`config.mk`:
```
export PLATFORM = sky130hd
export DESIGN_NAME = serial_frame_decoder
export DESIGN_NICKNAME = d
export VERILOG_FILES = /design/src/hdl/sfd_pkg.sv /design/src/hdl/sfd_ram.sv /design/src/hdl/sfd_ctrl.sv /design/src/hdl/sfd_dpath.sv /design/src/hdl/serial_frame_decoder.sv
export SDC_FILE = /design/constraint.sdc
export NUM_CORES = 1
export LEC_CHECK = 0
export ABC_CLOCK_PERIOD_IN_PS = 3700
export BUFFER_PORTS_ARGS = -buffer_cell sky130_fd_sc_hd__clkbuf_2
export CAP_MARGIN = 20
export CORE_ASPECT_RATIO = 0.6
export CORE_MARGIN = 2
export CORE_UTILIZATION = 55
export CTS_CLUSTER_SIZE = 10
export DETAILED_ROUTE_END_ITERATION = 8
export HOLD_SLACK_MARGIN = 0.06
export PLACE_DENSITY = 0.7
export SLEW_MARGIN = 20
export SYNTH_ARGS = -nofsm -noshare
export SYNTH_HDL_FRONTEND = slang
export SYNTH_SLANG_ARGS = --single-unit
```
`constraint.sdc`:
```
create_clock -name i_clk -period 3.7 [get_ports i_clk]
set_clock_uncertainty 0.15 [all_clocks]
set_input_delay 0.74 -clock i_clk [delete_from_list [all_inputs] [get_ports i_clk]]
set_output_delay 0.74 -clock i_clk [all_outputs]
set_load 0.05 [all_outputs]
```
`src/hdl/sfd_pkg.sv`:
```
// ----------------------------------------------------------------------------
// sfd_pkg
// Shared widths, constants and controller/datapath bundles for the serial
// frame decoder.
// ----------------------------------------------------------------------------
package sfd_pkg;

    localparam int P_PAYLOAD_MAX = 64;

    localparam int RX_W      = 8;
    localparam int FUNC_W    = 16;
    localparam int LEN_W     = 16;
    localparam int CFG_W     = 7;
    localparam int OUT_LEN_W = 7;
    localparam int IDX_W     = 6;

    localparam logic [RX_W-1:0]  START_BYTE      = 8'hFE;
    localparam logic [CFG_W-1:0] CFG_MAX_LEN_RST = 7'd64;

    // Commands from controller to datapath
    typedef struct packed {
        logic clr_frame;   // clear function, length and fill index
        logic start_xor;   // seed checksum with the start byte
        logic acc_xor;     // fold current byte into checksum
        logic ld_func_hi;
        logic ld_func_lo;
        logic ld_len_hi;
        logic ld_len_lo;
        logic data_wr;     // write payload byte, advance fill index
        logic emit_clr;    // restart emit index
        logic emit_rd;     // issue buffer read at emit index
        logic out_load;    // load output register
        logic emit_adv;    // advance emit index
    } t_sfd_cmd;

    // Status from datapath to controller
    typedef struct packed {
        logic is_start;
        logic len_zero;    // length being completed is zero
        logic len_over;    // length being completed exceeds limit
        logic data_last;   // current payload byte is the final one
        logic xor_match;
        logic emit_last;
        logic out_free;
    } t_sfd_sts;

endpackage

```
`src/hdl/sfd_ram.sv`:
```
// ----------------------------------------------------------------------------
// sfd_ram
// Generic single-write, single-read RAM with registered read data.
// ----------------------------------------------------------------------------
module sfd_ram #(
    parameter int WIDTH = 8,
    parameter int DEPTH = 64,
    parameter int AW    = (DEPTH > 1) ? $clog2(DEPTH) : 1
) (
    input  logic             i_clk,
    input  logic             i_wr_en,
    input  logic [AW-1:0]    i_wr_addr,
    input  logic [WIDTH-1:0] i_wr_data,
    input  logic             i_rd_en,
    input  logic [AW-1:0]    i_rd_addr,
    output logic [WIDTH-1:0] o_rd_data
);

    logic [WIDTH-1:0] r_mem [DEPTH];
    logic [WIDTH-1:0] r_rd_data;

    always_ff @(posedge i_clk) begin
        if (i_wr_en) begin
            r_mem[i_wr_addr] <= i_wr_data;
        end
        if (i_rd_en) begin
            r_rd_data <= r_mem[i_rd_addr];
        end
    end

    assign o_rd_data = r_rd_data;

endmodule

```
`src/hdl/sfd_ctrl.sv`:
```
// ----------------------------------------------------------------------------
// sfd_ctrl
// Frame receive and payload emit sequencer.
// ----------------------------------------------------------------------------
module sfd_ctrl (
    input  logic              i_clk,
    input  logic              i_rst_n,
    input  logic              i_in_valid,
    output logic              o_in_ready,
    input  sfd_pkg::t_sfd_sts i_sts,
    output sfd_pkg::t_sfd_cmd o_cmd
);
    import sfd_pkg::*;

    typedef enum logic [3:0] {
        S_IDLE,
        S_FUNC_HI,
        S_FUNC_LO,
        S_LEN_HI,
        S_LEN_LO,
        S_DATA,
        S_CHECK,
        S_EMIT_RD,
        S_EMIT_WAIT
    } t_state;

    t_state   r_state, n_state;
    logic     r_in_ready, n_in_ready;
    logic     accept;
    t_sfd_cmd cmd;

    assign accept = i_in_valid && r_in_ready;

    always_comb begin
        cmd     = '0;
        n_state = r_state;
        unique case (r_state)
            S_IDLE: begin
                if (accept) begin
                    cmd.clr_frame = 1'b1;
                    if (i_sts.is_start) begin
                        cmd.start_xor = 1'b1;
                        n_state       = S_FUNC_HI;
                    end
                end
            end
            S_FUNC_HI: begin
                if (accept) begin
                    cmd.ld_func_hi = 1'b1;
                    cmd.acc_xor    = 1'b1;
                    n_state        = S_FUNC_LO;
                end
            end
            S_FUNC_LO: begin
                if (accept) begin
                    cmd.ld_func_lo = 1'b1;
                    cmd.acc_xor    = 1'b1;
                    n_state        = S_LEN_HI;
                end
            end
            S_LEN_HI: begin
                if (accept) begin
                    cmd.ld_len_hi = 1'b1;
                    cmd.acc_xor   = 1'b1;
                    n_state       = S_LEN_LO;
                end
            end
            S_LEN_LO: begin
                if (accept) begin
                    cmd.ld_len_lo = 1'b1;
                    cmd.acc_xor   = 1'b1;
                    if (i_sts.len_zero) begin
                        n_state = S_CHECK;
                    end else if (i_sts.len_over) begin
                        n_state = S_IDLE;
                    end else begin
                        n_state = S_DATA;
                    end
                end
            end
            S_DATA: begin
                if (accept) begin
                    cmd.data_wr = 1'b1;
                    cmd.acc_xor = 1'b1;
                    if (i_sts.data_last) begin
                        n_state = S_CHECK;
                    end
                end
            end
            S_CHECK: begin
                if (accept) begin
                    if (i_sts.xor_match) begin
                        cmd.emit_clr = 1'b1;
                        n_state      = S_EMIT_RD;
                    end else begin
                        n_state = S_IDLE;
                    end
                end
            end
            S_EMIT_RD: begin
                cmd.emit_rd = 1'b1;
                n_state     = S_EMIT_WAIT;
            end
            S_EMIT_WAIT: begin
                if (i_sts.out_free) begin
                    cmd.out_load = 1'b1;
                    if (i_sts.emit_last) begin
                        n_state = S_IDLE;
                    end else begin
                        cmd.emit_adv = 1'b1;
                        n_state      = S_EMIT_RD;
                    end
                end
            end
            default: begin
                n_state = S_IDLE;
            end
        endcase
        n_in_ready = (n_state != S_EMIT_RD) && (n_state != S_EMIT_WAIT);
    end

    always_ff @(posedge i_clk) begin
        if (!i_rst_n) begin
            r_state    <= S_IDLE;
            r_in_ready <= 1'b0;
        end else begin
            r_state    <= n_state;
            r_in_ready <= n_in_ready;
        end
    end

    assign o_in_ready = r_in_ready;
    assign o_cmd      = cmd;

endmodule

```
`src/hdl/sfd_dpath.sv`:
```
// ----------------------------------------------------------------------------
// sfd_dpath
// Header registers, checksum, payload buffer and output register.
// ----------------------------------------------------------------------------
module sfd_dpath #(
    parameter int PAYLOAD_MAX = sfd_pkg::P_PAYLOAD_MAX
) (
    input  logic                          i_clk,
    input  logic                          i_rst_n,
    input  logic [sfd_pkg::RX_W-1:0]      i_rx_byte,
    input  logic                          i_cfg_wr,
    input  logic [sfd_pkg::CFG_W-1:0]     i_cfg_data,
    input  sfd_pkg::t_sfd_cmd             i_cmd,
    output sfd_pkg::t_sfd_sts             o_sts,
    output logic                          o_out_valid,
    input  logic                          i_out_ready,
    output logic [sfd_pkg::FUNC_W-1:0]    o_function_code,
    output logic [sfd_pkg::OUT_LEN_W-1:0] o_payload_length,
    output logic [sfd_pkg::IDX_W-1:0]     o_byte_index,
    output logic [sfd_pkg::RX_W-1:0]      o_payload_byte,
    output logic                          o_last_of_frame
);
    import sfd_pkg::*;

    localparam int AW = (PAYLOAD_MAX > 1) ? $clog2(PAYLOAD_MAX) : 1;
    localparam int CW = $clog2(PAYLOAD_MAX + 1);
    localparam logic [CFG_W-1:0] LIMIT_CAP = CFG_W'(PAYLOAD_MAX);

    logic [CFG_W-1:0]     r_max_len;
    logic [FUNC_W-1:0]    r_func;
    logic [LEN_W-1:0]     r_len;
    logic [CW-1:0]        r_fill;
    logic [CW-1:0]        r_emit_idx;
    logic [RX_W-1:0]      r_xor;

    logic                 r_out_valid;
    logic [FUNC_W-1:0]    r_out_func;
    logic [OUT_LEN_W-1:0] r_out_len;
    logic [IDX_W-1:0]     r_out_idx;
    logic [RX_W-1:0]      r_out_byte;
    logic                 r_out_last;

    logic [CFG_W-1:0]     limit;
    logic [LEN_W-1:0]     len_full;
    logic [CW-1:0]        fill_next;
    logic [CW-1:0]        emit_next;
    logic [RX_W-1:0]      rd_data;
    logic                 len_is_zero;

    assign limit       = (r_max_len > LIMIT_CAP) ? LIMIT_CAP : r_max_len;
    assign len_full    = {r_len[LEN_W-1:RX_W], i_rx_byte};
    assign fill_next   = r_fill + 1'b1;
    assign emit_next   = r_emit_idx + 1'b1;
    assign len_is_zero = (r_len == '0);

    assign o_sts.is_start  = (i_rx_byte == START_BYTE);
    assign o_sts.len_zero  = (len_full == '0);
    assign o_sts.len_over  = (len_full > LEN_W'(limit));
    assign o_sts.data_last = (LEN_W'(fill_next) >= r_len);
    assign o_sts.xor_match = (r_xor == i_rx_byte);
    assign o_sts.emit_last = len_is_zero || (LEN_W'(emit_next) == r_len);
    assign o_sts.out_free  = !r_out_valid || i_out_ready;

    sfd_ram #(
        .WIDTH (RX_W),
        .DEPTH (PAYLOAD_MAX),
        .AW    (AW)
    ) u_buf (
        .i_clk     (i_clk),
        .i_wr_en   (i_cmd.data_wr),
        .i_wr_addr (r_fill[AW-1:0]),
        .i_wr_data (i_rx_byte),
        .i_rd_en   (i_cmd.emit_rd),
        .i_rd_addr (r_emit_idx[AW-1:0]),
        .o_rd_data (rd_data)
    );

    always_ff @(posedge i_clk) begin
        if (!i_rst_n) begin
            r_max_len   <= CFG_MAX_LEN_RST;
            r_func      <= '0;
            r_len       <= '0;
            r_fill      <= '0;
            r_emit_idx  <= '0;
            r_xor       <= '0;
            r_out_valid <= 1'b0;
        end else begin
            if (i_cfg_wr) begin
                r_max_len <= i_cfg_data;
            end
            if (i_cmd.clr_frame) begin
                r_func <= '0;
                r_len  <= '0;
                r_fill <= '0;
            end
            if (i_cmd.start_xor) begin
                r_xor <= START_BYTE;
            end else if (i_cmd.acc_xor) begin
                r_xor <= r_xor ^ i_rx_byte;
            end
            if (i_cmd.ld_func_hi) begin
                r_func <= {i_rx_byte, 8'h00};
            end
            if (i_cmd.ld_func_lo) begin
                r_func <= {r_func[FUNC_W-1:RX_W], i_rx_byte};
            end
            if (i_cmd.ld_len_hi) begin
                r_len <= {i_rx_byte, 8'h00};
            end
            if (i_cmd.ld_len_lo) begin
                r_len <= len_full;
            end
            if (i_cmd.data_wr) begin
                r_fill <= fill_next;
            end
            if (i_cmd.emit_clr) begin
                r_emit_idx <= '0;
            end else if (i_cmd.emit_adv) begin
                r_emit_idx <= emit_next;
            end
            if (i_cmd.out_load) begin
                r_out_valid <= 1'b1;
            end else if (i_out_ready) begin
                r_out_valid <= 1'b0;
            end
        end
    end

    always_ff @(posedge i_clk) begin
        if (i_cmd.out_load) begin
            r_out_func <= r_func;
            r_out_len  <= r_len[OUT_LEN_W-1:0];
            r_out_idx  <= IDX_W'(r_emit_idx);
            r_out_byte <= len_is_zero ? '0 : rd_data;
            r_out_last <= o_sts.emit_last;
        end
    end

    assign o_out_valid      = r_out_valid;
    assign o_function_code  = r_out_func;
    assign o_payload_length = r_out_len;
    assign o_byte_index     = r_out_idx;
    assign o_payload_byte   = r_out_byte;
    assign o_last_of_frame  = r_out_last;

endmodule

```
`src/hdl/serial_frame_decoder.sv`:
```
// Flow: one rx beat per cycle while receiving; after a good checksum, each
//   result takes a buffer read, then an output load, with input held off;
//   the load waits while the output register holds an untaken result.
// The separate read step comes from the registered read port of the payload buffer.
// Reset: synchronous, active low; clears the sequencer, checksum, header
//   registers and output valid, and sets max_payload_length to 64.
// ----------------------------------------------------------------------------
// serial_frame_decoder
// Deframes a byte stream of the form: start byte 0xFE, 16-bit function code,
// 16-bit length, payload, XOR checksum. On a good checksum, replays the
// buffered payload, one beat per byte (one zero beat if empty), last marked.
// ----------------------------------------------------------------------------
module serial_frame_decoder #(
    parameter int PAYLOAD_MAX = sfd_pkg::P_PAYLOAD_MAX
) (
    input  logic                          i_clk,
    input  logic                          i_rst_n,
    // rx byte channel
    input  logic                          i_in_valid,
    output logic                          o_in_ready,
    input  logic [sfd_pkg::RX_W-1:0]      i_rx_byte,
    // configuration write channel
    input  logic                          i_cfg_valid,
    output logic                          o_cfg_ready,
    input  logic [sfd_pkg::CFG_W-1:0]     i_max_payload_length,
    // result channel
    output logic                          o_out_valid,
    input  logic                          i_out_ready,
    output logic [sfd_pkg::FUNC_W-1:0]    o_function_code,
    output logic [sfd_pkg::OUT_LEN_W-1:0] o_payload_length,
    output logic [sfd_pkg::IDX_W-1:0]     o_byte_index,
    output logic [sfd_pkg::RX_W-1:0]      o_payload_byte,
    output logic                          o_last_of_frame
);
    import sfd_pkg::*;

    t_sfd_cmd cmd;
    t_sfd_sts sts;
    logic     cfg_wr;

    // The limit register may be written at any time; take every beat.
    assign o_cfg_ready = 1'b1;
    assign cfg_wr      = i_cfg_valid;

    // Sequencer: walks header, payload and checksum beats, then drives the
    // replay of the buffer toward the output register.
    sfd_ctrl u_ctrl (
        .i_clk      (i_clk),
        .i_rst_n    (i_rst_n),
        .i_in_valid (i_in_valid),
        .o_in_ready (o_in_ready),
        .i_sts      (sts),
        .o_cmd      (cmd)
    );

    // Datapath: header capture, running XOR, payload buffer, output register.
    // The output register lets the next result load in the cycle that the
    // current one is taken.
    sfd_dpath #(
        .PAYLOAD_MAX (PAYLOAD_MAX)
    ) u_dpath (
        .i_clk            (i_clk),
        .i_rst_n          (i_rst_n),
        .i_rx_byte        (i_rx_byte),
        .i_cfg_wr         (cfg_wr),
        .i_cfg_data       (i_max_payload_length),
        .i_cmd            (cmd),
        .o_sts            (sts),
        .o_out_valid      (o_out_valid),
        .i_out_ready      (i_out_ready),
        .o_function_code  (o_function_code),
        .o_payload_length (o_payload_length),
        .o_byte_index     (o_byte_index),
        .o_payload_byte   (o_payload_byte),
        .o_last_of_frame  (o_last_of_frame)
    );

endmodule

```
-- Word-level counts from Yosys, hierarchy flattened
Memory sizes are Yosys's and may differ from the RTL's. A register that Yosys moved wholly into a read port is not among the register bits.
Index checks and enable logic that the tools add are counted.
- register bits: 105
- memory bits (writable): 512
- input port bits: 20
- logic and storage cells: 107
- memories kept: 1
- memories (memory ; depth ; bits a word ; read ports ; clocked after memory_dff ; write ports ; RTL line ; source):
    u_dpath.u_buf.r_mem ; 64 ; 8 ; 1 ; 1 ; 1 ; sfd_ram.sv:19 ; logic [WIDTH-1:0] r_mem [DEPTH];
- add/subtract/negate cells: 2
- $lt $le $gt $ge: 3
- equal/unequal tests: 13
- mux-type cells: 47
- bitwise operators: 4
- reductions and logical operators: 20
- operators by type and width (kind ; number):
    two-way mux 16 bit ; 3
    two-way mux 4 bit ; 10
    case mux 4 bit (9 select lines) ; 1
    logical NOT 16 bit ; 2
    two-way mux 8 bit ; 4
    two-way mux 7 bit ; 3
    == test 4 x 3 -> 1 bit (second input constant) ; 4
    == test 7 x 16 -> 1 bit ; 1
    greater-or-equal comparator 7 x 16 -> 1 bit ; 1
    > comparator 16 x 7 -> 1 bit ; 1
    two-way mux 1 bit ; 16
    adder 7 x 1 -> 7 bit (second input constant) ; 2
    two-way mux 3 bit ; 4
    two-way mux 2 bit ; 5
    nonzero test 2 bit ; 5
    == test 4 x 2 -> 1 bit (second input constant) ; 2
    == test 8 bit ; 1
    == test 8 bit (second input constant) ; 1
    XOR 8 bit ; 1
    > comparator 7 bit (second input constant) ; 1
    nonzero test 3 bit ; 2
    == test 4 x 1 -> 1 bit (second input constant) ; 1
    == test 4 bit (second input constant) ; 1
    logical NOT 4 bit ; 1
    other kinds (10) ; 16

-- Logic depth before layout (Yosys ltp)
Gate-level depths: netlist of the first run.
- depth after elaboration: 9
- gate-level depth with buffers: 11
- gate-level depth less buffers: 11

-- By module
A second synthesis of the first run with hierarchy kept.
- cell total of the unflattened synthesis: 1440
- area total of the unflattened synthesis: 25169.1 um^2
- by module, submodules not included (module ; times used ; cells an instance ; area an instance (um^2) ; seq. area each (um^2)):
    sfd_ram ; 1 ; 940 ; 20246.9 ; 15615.0
    sfd_dpath ; 1 ; 436 ; 4471.8 ; 2382.3
    sfd_ctrl ; 1 ; 62 ; 439.2 ; 100.1
    serial_frame_decoder ; 1 ; 2 ; 11.3 ; 0.0

-- Worst setup path after synthesis of the first run
OpenSTA, ideal clock, no wires.
- path type: input to register
- start point: input i_in_valid
- end point: memory u_dpath.u_buf.r_mem[53][0] (enable)
- setup time: 0.370 ns
- arrival: 2.206 ns
- path slack: 0.974 ns
- stages: 7
- path buffers: 2
- cells stage by stage: and2_1 -> clkbuf_1 -> nand2_1 -> nor2_1 -> clkbuf_1 -> nand3_1 -> nor2_1
- cells in the longest elaborated chain, start to end: 5
- RTL lines (what ; RTL line ; source):
    start: declaration ; serial_frame_decoder.sv:19 ; input logic i_in_valid,
    logical AND 1 bit ; sfd_ctrl.sv:32 ; assign accept = i_in_valid && r_in_ready;
    two-way mux 1 bit ; sfd_ctrl.sv:82 ; if (accept) begin
    two-way mux 1 bit ; sfd_ctrl.sv:37 ; unique case (r_state)
    two-way mux 1 bit ; sfd_ram.sv:23 ; if (i_wr_en) begin
    two-way mux 1 bit (implied by the code) ; sfd_ram.sv:24 ; r_mem[i_wr_addr] <= i_wr_data;
    end: declaration ; sfd_ram.sv:19 ;
No other way between the ends.

==> flow_metrics.env, run 1 <==
export IMPL_outcome="complete, no violations"
export IMPL_wl_met1_mm=27.4
export IMPL_timing_fmax_mhz=330
export IMPL_clkTransAtPathRegs_ps=60
export IMPL_leakage_nw=9.01
export IMPL_die_area_um2=46900
export IMPL_die_x_um=278
export IMPL_fin_crit_ps=3030
export IMPL_n_antenna_cell=0
export IMPL_io_pins=61
export IMPL_grt_pass1_vias=12900
export IMPL_cp_startpoint="u_dpath.r_emit_idx[0]"
export IMPL_synth_distinct_cells=59
export IMPL_cts_sinks=625
export IMPL_detailed_place_hpwl_mm=38.5
export IMPL_cts_setup_buffers=0
export IMPL_gp_congestion=0.894
export IMPL_clockBufferDepth=3
export IMPL_max_cap_violations=0
export IMPL_setup_violations=0
export IMPL_hp_class="in -> reg"
export IMPL_synth_largest_area_cell="edfxtp_1"
export IMPL_slew_headroom=0.335
export IMPL_synth_top_area_frac=0.675
export IMPL_cts_tree="built"
export IMPL_r2r_cells=5
export IMPL_cts_root_buffer="clkbuf_16"
export IMPL_synthFlopType="edfxtp_1"
export IMPL_wl_met3_mm=6.67
export IMPL_synth_net_count=1367
export IMPL_finalHoldViolCount=0
export IMPL_ys_warn_count=0
export IMPL_fin_ws_ps=671
export IMPL_switching_share=0.200
export IMPL_synthSimpleGateAreaFrac=0.0539
export IMPL_p_sw_mw=2.83
export IMPL_vias=13400
export IMPL_ctsHtreeMaxLevel=3
export IMPL_final_cell_mix="558 x edfxtp_1, 160 x mux4_2, 98 x buf_4"
export IMPL_synth_seq_cells=625
export IMPL_p_per_area_nw_per_um2=498
export IMPL_grt_max_degree=71
export IMPL_routed_top_layer="met4"
export IMPL_async_reset_ff_frac=0
export IMPL_worst_skew_pair_late_latency_ps=600
export IMPL_p_seq_frac=0.542
export IMPL_postCtsResizedCells=0
export IMPL_drtPass1Iterations=5
export IMPL_synth_top_family_by_area="multiplexers"
export IMPL_core_area_um2=44700
export IMPL_wl_met2_mm=24.6
export IMPL_synth_mux_area_frac=0.148
export IMPL_crit_arrival_ps=3200
export IMPL_antenna_found_initial=1
export IMPL_syn_to_final_growth_pct=14.5
export IMPL_cts_buffers=72
export IMPL_worstSetupEndpoint="u_dpath.u_buf.o_rd_data[5]"
export IMPL_wirelength_mm=59.5
export IMPL_grt_use_total=0.259
export IMPL_initial_core_util=0.556
export IMPL_reg2reg_slack_ps=670
export IMPL_drt_iter0_markers=1778
export IMPL_drc=0
export IMPL_ir_drop_mv=0.556
export IMPL_worst_pin_slew_ps=990
export IMPL_syn_area_per_cell_um2=18.7
export IMPL_wl_per_cell_um=28.2
export IMPL_port_buffers=59
export IMPL_synth_xor_area_frac=0.00942
export IMPL_synth_area_top_cells="edfxtp_1 67%, mux4_2 15%, dfxtp_1 5.4%"
export IMPL_path_max_fanout=23
export IMPL_antenna_left=0
export IMPL_cp_end_kind="flip-flop"
export IMPL_grt_ovfl_total=0
export IMPL_die_h_um=169
export IMPL_postSynthCellCount=1331
export IMPL_place_ws_ps=605
export IMPL_rows=60
export IMPL_synth_compound_area_frac=0.0340
export IMPL_synthAdderAreaFrac=0.00806
export IMPL_grt_pass1_wl_mm=87.3
export IMPL_power_frac_comb=0.016
export IMPL_path_class="reg -> reg"
export IMPL_synth_edf_count=558
export IMPL_rsz0062_at_grt="false"
export IMPL_synth_yosys_seq_area_share=0.729
export IMPL_drive_above_1_share=0.275
export IMPL_r2r_start="u_dpath.r_emit_idx[0]"
export IMPL_avgViaCountPerCell=6.33
export IMPL_nets=1526
export IMPL_start_kind="flip-flop"
export IMPL_mostFrequentLayoutCell="edfxtp_1"
export IMPL_r2r_end="u_dpath.u_buf.o_rd_data[5]"
export IMPL_p_int_mw=11.3
export IMPL_netlist_area_um2=24800
export IMPL_post_route_period_util=0.819
export IMPL_postCtsHoldBufs=0
export IMPL_cp_required_ps=3870
export IMPL_maxSlewViolCount=0
export IMPL_fin_tns_setup_ps=0
export IMPL_clockPowerShare=0.442
[kinds of logic after synthesis]
family | count (synthesis)
xor+xnor | 25
other cells | 1
flops | 625
fa+ha+maj | 16
buf+inv | 98
mux | 168
compound gates | 124
simple gates | 274
[through the flow]
stage / total power [mW] / std cells / utilization / cell area (µm²) / hold slack (ps)
2_1_floorplan: 7.89 / 1331 / - / 24800 / 253
3_3_place_gp: 8.04 / 2005 / 0.591 / 26400 / 266
3_5_place_dp: 8.05 / 2005 / 0.591 / 26400 / 268
4_1_cts: 14.2 / 2111 / 0.636 / 28400 / 218
5_1_grt: 14.5 / 2111 / 0.636 / 28400 / 235
6_report: 14.2 / 2111 / 0.636 / 28400 / 245
[routing by layer]
layer	GRT usage	vias to the layer above
met5	0	-
li1	-	5632
met4	0.0543	0
met1	0.427	6915
met3	0.0694	69
met2	0.345	749
[worst min path at each step]
stage,startpoint,cells past startpoint,endpoint
floorplan,u_dpath.r_emit_idx[3],0,u_dpath.o_byte_index[3]
global placement,u_dpath.r_func[14],0,u_dpath.o_function_code[14]
detailed placement,u_dpath.r_func[12],0,u_dpath.o_function_code[12]
CTS,i_max_payload_length[6],3,u_dpath.r_max_len[6]
global route,i_max_payload_length[6],3,u_dpath.r_max_len[6]
finish,i_max_payload_length[6],3,u_dpath.r_max_len[6]
[critical path, stage by stage, from the launching register on]
cell and delay (ps):
dfxtp_4 710, buf_12 270, mux4_2 570, mux4_2 510, a22oi_1 400, nand2_1 110
[state kept, by name, summed over array words and instances (netlist names), 8 cells and up]
| name | cells |
|---|---|
| u_dpath.o_function_code | 16 |
| u_dpath.r_xor | 8 |
| u_dpath.r_len | 16 |
| u_dpath.o_payload_byte | 8 |
| u_dpath.r_func | 16 |
| u_dpath.u_buf.o_rd_data | 8 |
| u_dpath.u_buf.r_mem | 512 |
[cell usage after synthesis, types with 4 or more instances]
master,n
edfxtp_1,558
mux4_2,160
nor2_1,93
dfxtp_1,67
nand2_1,55
clkbuf_1,46
nor2b_1,40
a22oi_1,38
nand3_1,30
o21ai_0,23
a21oi_1,19
inv_1,18
a21boi_0,17
xor2_1,17
ha_1,16
and2_1,14
buf_1,12
buf_2,12
mux2i_1,7
nor4_1,7
xnor2_1,7
buf_4,6
a31oi_1,5
nand4_1,5
or3_1,5
nand3b_1,4
nor3_1,4
o211ai_1,4
[power by group through the flow]
stage	Combinational, mW	Clock (mW)	Sequential [mW]
after floorplan	0.0632	0	7.83
after CTS	0.224	6.34	7.68
after global placement	0.216	0	7.82
after detailed placement	0.224	0	7.82
after global routing	0.241	6.62	7.67
final	0.226	6.26	7.68
[area by class of cell]
cell class | instances | area [µm²]
sequential | 625 | 18100
fill | 3025 | 16200
multi-input combinational | 608 | 6310
clock buffer | 99 | 1920
timing repair buffer | 165 | 1190
tap | 589 | 737
clock inverter | 7 | 86.3
inverter | 18 | 67.6
No activity file was read; power rests on OpenSTA's default activity.
==> run 2, diff against run 1 <==
- ABC_AREA: unset -> 1
- ABC_CLOCK_PERIOD_IN_PS: 3700 -> 3100
- PLACE_DENSITY: 0.7 -> 0.69
- clock period: 3.7 -> 3.1 ns (I/O delays scaled with it)
==> run 2 against run 1 <==
  * First-iteration DRC count increased by 52%
  * Sequential power rose by 19%
  * Hold slack lost 140 ps
==> flow_metrics.env, run 2 <==
export IMPL_outcome="complete, no violations"
export IMPL_maxSlewViolCount=0
export IMPL_crit_arrival_ps=2990
export IMPL_r2r_end="u_dpath.u_buf.r_mem[18][3]"
export IMPL_grt_ovfl_total=0
export IMPL_ir_drop_mv=0.511
export IMPL_grt_pass1_vias=16500
export IMPL_synthFlopType="edfxtp_1"
export IMPL_ctsHtreeMaxLevel=3
export IMPL_crit_family="simple AND/OR/NAND/NOR gates"
export IMPL_synth_net_count=2139
export IMPL_crit_chain="inv_1 -> nor2_1 -> inv_2 -> nor2_2 -> inv_1 -> nor2_2 -> nand3_2 -> nor2_1 -> buf_4"
export IMPL_worst_skew_pair_late_latency_ps=600
export IMPL_cp_num_cells=9
export IMPL_placedCellCount=2789
export IMPL_cts_root_buffer="clkbuf_16"
export IMPL_die_area_um2=47900
export IMPL_crit_buf_inv=4
export IMPL_path_max_fanout=8
export IMPL_hp_class="in -> reg"
export IMPL_cp_startpoint="u_ctrl.r_state[0]"
export IMPL_synth_edf_count=558
export IMPL_post_route_period_util=0.915
export IMPL_slew_headroom=0.368
export IMPL_drt_iter0_markers=2709
export IMPL_fin_crit_ps=2840
export IMPL_final_cell_mix="558 x edfxtp_1, 319 x nand2_1, 279 x nor2_1"
export IMPL_max_cap_violations=0
export IMPL_worst_pin_slew_ps=945
export IMPL_cp_slowest_stage_delay_ps=510
export IMPL_finalHoldViolCount=0
export IMPL_drive_above_1_share=0.135
export IMPL_grt_max_degree=124
export IMPL_synth_yosys_seq_area_share=0.713
export IMPL_nets=2279
export IMPL_cts_buffers=72
export IMPL_ys_warn_count=0
export IMPL_die_h_um=170
export IMPL_largest_reg_flops=512
export IMPL_final_cells=2896
export IMPL_r2r_start="u_ctrl.r_state[0]"
export IMPL_worstSetupEndpoint="u_dpath.u_buf.r_mem[18][3]"
export IMPL_leakage_nw=10.2
export IMPL_postCtsHoldBufs=0
export IMPL_cp_end_kind="flip-flop"
export IMPL_cts_tree="built"
export IMPL_synth_largest_area_cell="edfxtp_1"
export IMPL_cts_sinks=625
export IMPL_r2r_cells=9
export IMPL_timing_fmax_mhz=352
export IMPL_initial_core_util=0.562
export IMPL_syn_area_per_cell_um2=12.1
export IMPL_gp_congestion=0.893
export IMPL_postCtsResizedCells=0
export IMPL_synthTopCellsByCount="558 x edfxtp_1, 320 x nand2_1, 279 x nor2_1, 170 x o21ai_0, 112 x nand3_1"
export IMPL_core_area_um2=45200
export IMPL_synth_seq_cells=625
export IMPL_p_per_area_nw_per_um2=584
export IMPL_netlist_area_um2=25400
export IMPL_clockBufferDepth=3
export IMPL_vias=17800
export IMPL_reg2reg_slack_ps=260
export IMPL_io_pins=61
export IMPL_path_class="reg -> reg"
export IMPL_grt_pass1_wl_mm=102
export IMPL_antenna_found_initial=2
export IMPL_start_kind="flip-flop"
export IMPL_postSynthCellCount=2103
export IMPL_drtPass1Iterations=6
export IMPL_avgViaCountPerCell=6.16
export IMPL_crit_path_top_delay_cell="dfxtp_1"
export IMPL_yosysMostFrequentCell="edfxtp_1"
export IMPL_top_register="u_dpath.u_buf.r_mem"
export IMPL_wl_per_cell_um=23.7
export IMPL_detailed_place_hpwl_mm=42.7
export IMPL_rsz0062_at_grt="false"
export IMPL_synth_distinct_cells=43
export IMPL_port_buffers=59
export IMPL_grt_use_total=0.288
export IMPL_syn_to_final_growth_pct=14.1
export IMPL_async_reset_ff_frac=0
export IMPL_fin_tns_setup_ps=0
export IMPL_die_x_um=281
export IMPL_drc=0
export IMPL_setup_violations=0
export IMPL_antenna_left=0
export IMPL_cp_required_ps=3250
export IMPL_synth_top_area_frac=0.660
export IMPL_wirelength_mm=68.5
export IMPL_clkTransAtPathRegs_ps=60
export IMPL_mostFrequentLayoutCell="edfxtp_1"
export IMPL_cts_setup_buffers=0
export IMPL_rows=60
export IMPL_synth_area_top_cells="edfxtp_1 66%, dfxtp_1 5.3%, nand2_1 4.7%"
[run 2: cell types whose count changed in the layout (fill, tap and decap cells not counted), sizes merged, moves of 81 or more]
cell and change:
nand2 +268, inv +81, nand3 +88, o21ai +155
mux4 -160, o221ai +87, nor2 +193
[run 2: layer usage]
layer / vias to the layer above / GRT usage / routed length [µm]
met3: 111 / 0.0836 / 8680
met1: 8731 / 0.443 / 29800
met5: - / 0 / 13
li1: 7937 / - / -
met2: 1062 / 0.403 / 28700
met4: 2 / 0.0666 / 1300
[run 2: final cells by class]
cell class | count | area, µm²
Clock inverter | 8 | 87.6
Fill cell | 3395 | 16200
Inverter | 100 | 379
Multi-Input combinational cell | 1256 | 6330
Sequential cell | 625 | 18100
Timing Repair Buffer | 188 | 1380
Antenna cell | 1 | 2.50
Tap cell | 620 | 776
Clock buffer | 98 | 1900
[run 2: cells by family after synthesis]
| kind of cell | Yosys count | share of synthesized area |
|---|---|---|
| AND/OR/NAND/NOR | 760 | 0.124 |
| flip-flops | 625 | 0.713 |
| AO/OA/AOI/OAI | 468 | 0.113 |
| buffers and inverters | 222 | 0.0380 |
| adder cells (fa/ha/maj) | 16 | 0.00789 |
| XOR/XNOR | 11 | 0.00380 |
| other | 1 | 0.000148 |
[run 2: how the worst min path moves through the flow]
stage / startpoint / slack [ps] / end / depth (start not counted)
final: i_max_payload_length[1] / 110 / u_dpath.r_max_len[1] / 3
after global routing: i_max_payload_length[0] / 110 / u_dpath.r_max_len[0] / 3
after CTS: i_max_payload_length[1] / 90 / u_dpath.r_max_len[1] / 3
after detailed placement: u_dpath.r_func[13] / 270 / u_dpath.o_function_code[13] / 0
after global placement: u_dpath.r_func[14] / 260 / u_dpath.o_function_code[14] / 0
after floorplan: u_dpath.r_func[10] / 260 / u_dpath.o_function_code[10] / 0
[run 2: power breakdown]
group	leakage, nW	total [mW]	switching, mW	internal (mW)
sequential	5.56	9.17	0.00526	9.16
clock	0.957	7.46	3.20	4.26
combinational	3.71	0.281	0.230	0.0510
total	10.2	16.9	3.44	13.5
[run 2: metrics by stage]
| step | setup slack, ps | utilization | cell area (µm²) | hold WS (ps) | power [mW] |
|---|---|---|---|---|---|
| after floorplan | 456 | - | 25400 | 259 | 9.41 |
| after global placement | 394 | 0.597 | 27000 | 264 | 9.61 |
| after detailed placement | 327 | 0.597 | 27000 | 265 | 9.61 |
| after CTS | 319 | 0.641 | 29000 | 91.7 | 17.0 |
| after global routing | 118 | 0.641 | 29000 | 105 | 17.3 |
| final | 263 | 0.641 | 29000 | 105 | 16.9 |
[run 2: tightest hold or removal path, cell delays in order]
cell      delay, ps
clkbuf_2         80
nor2_1           40
nor2_1           80
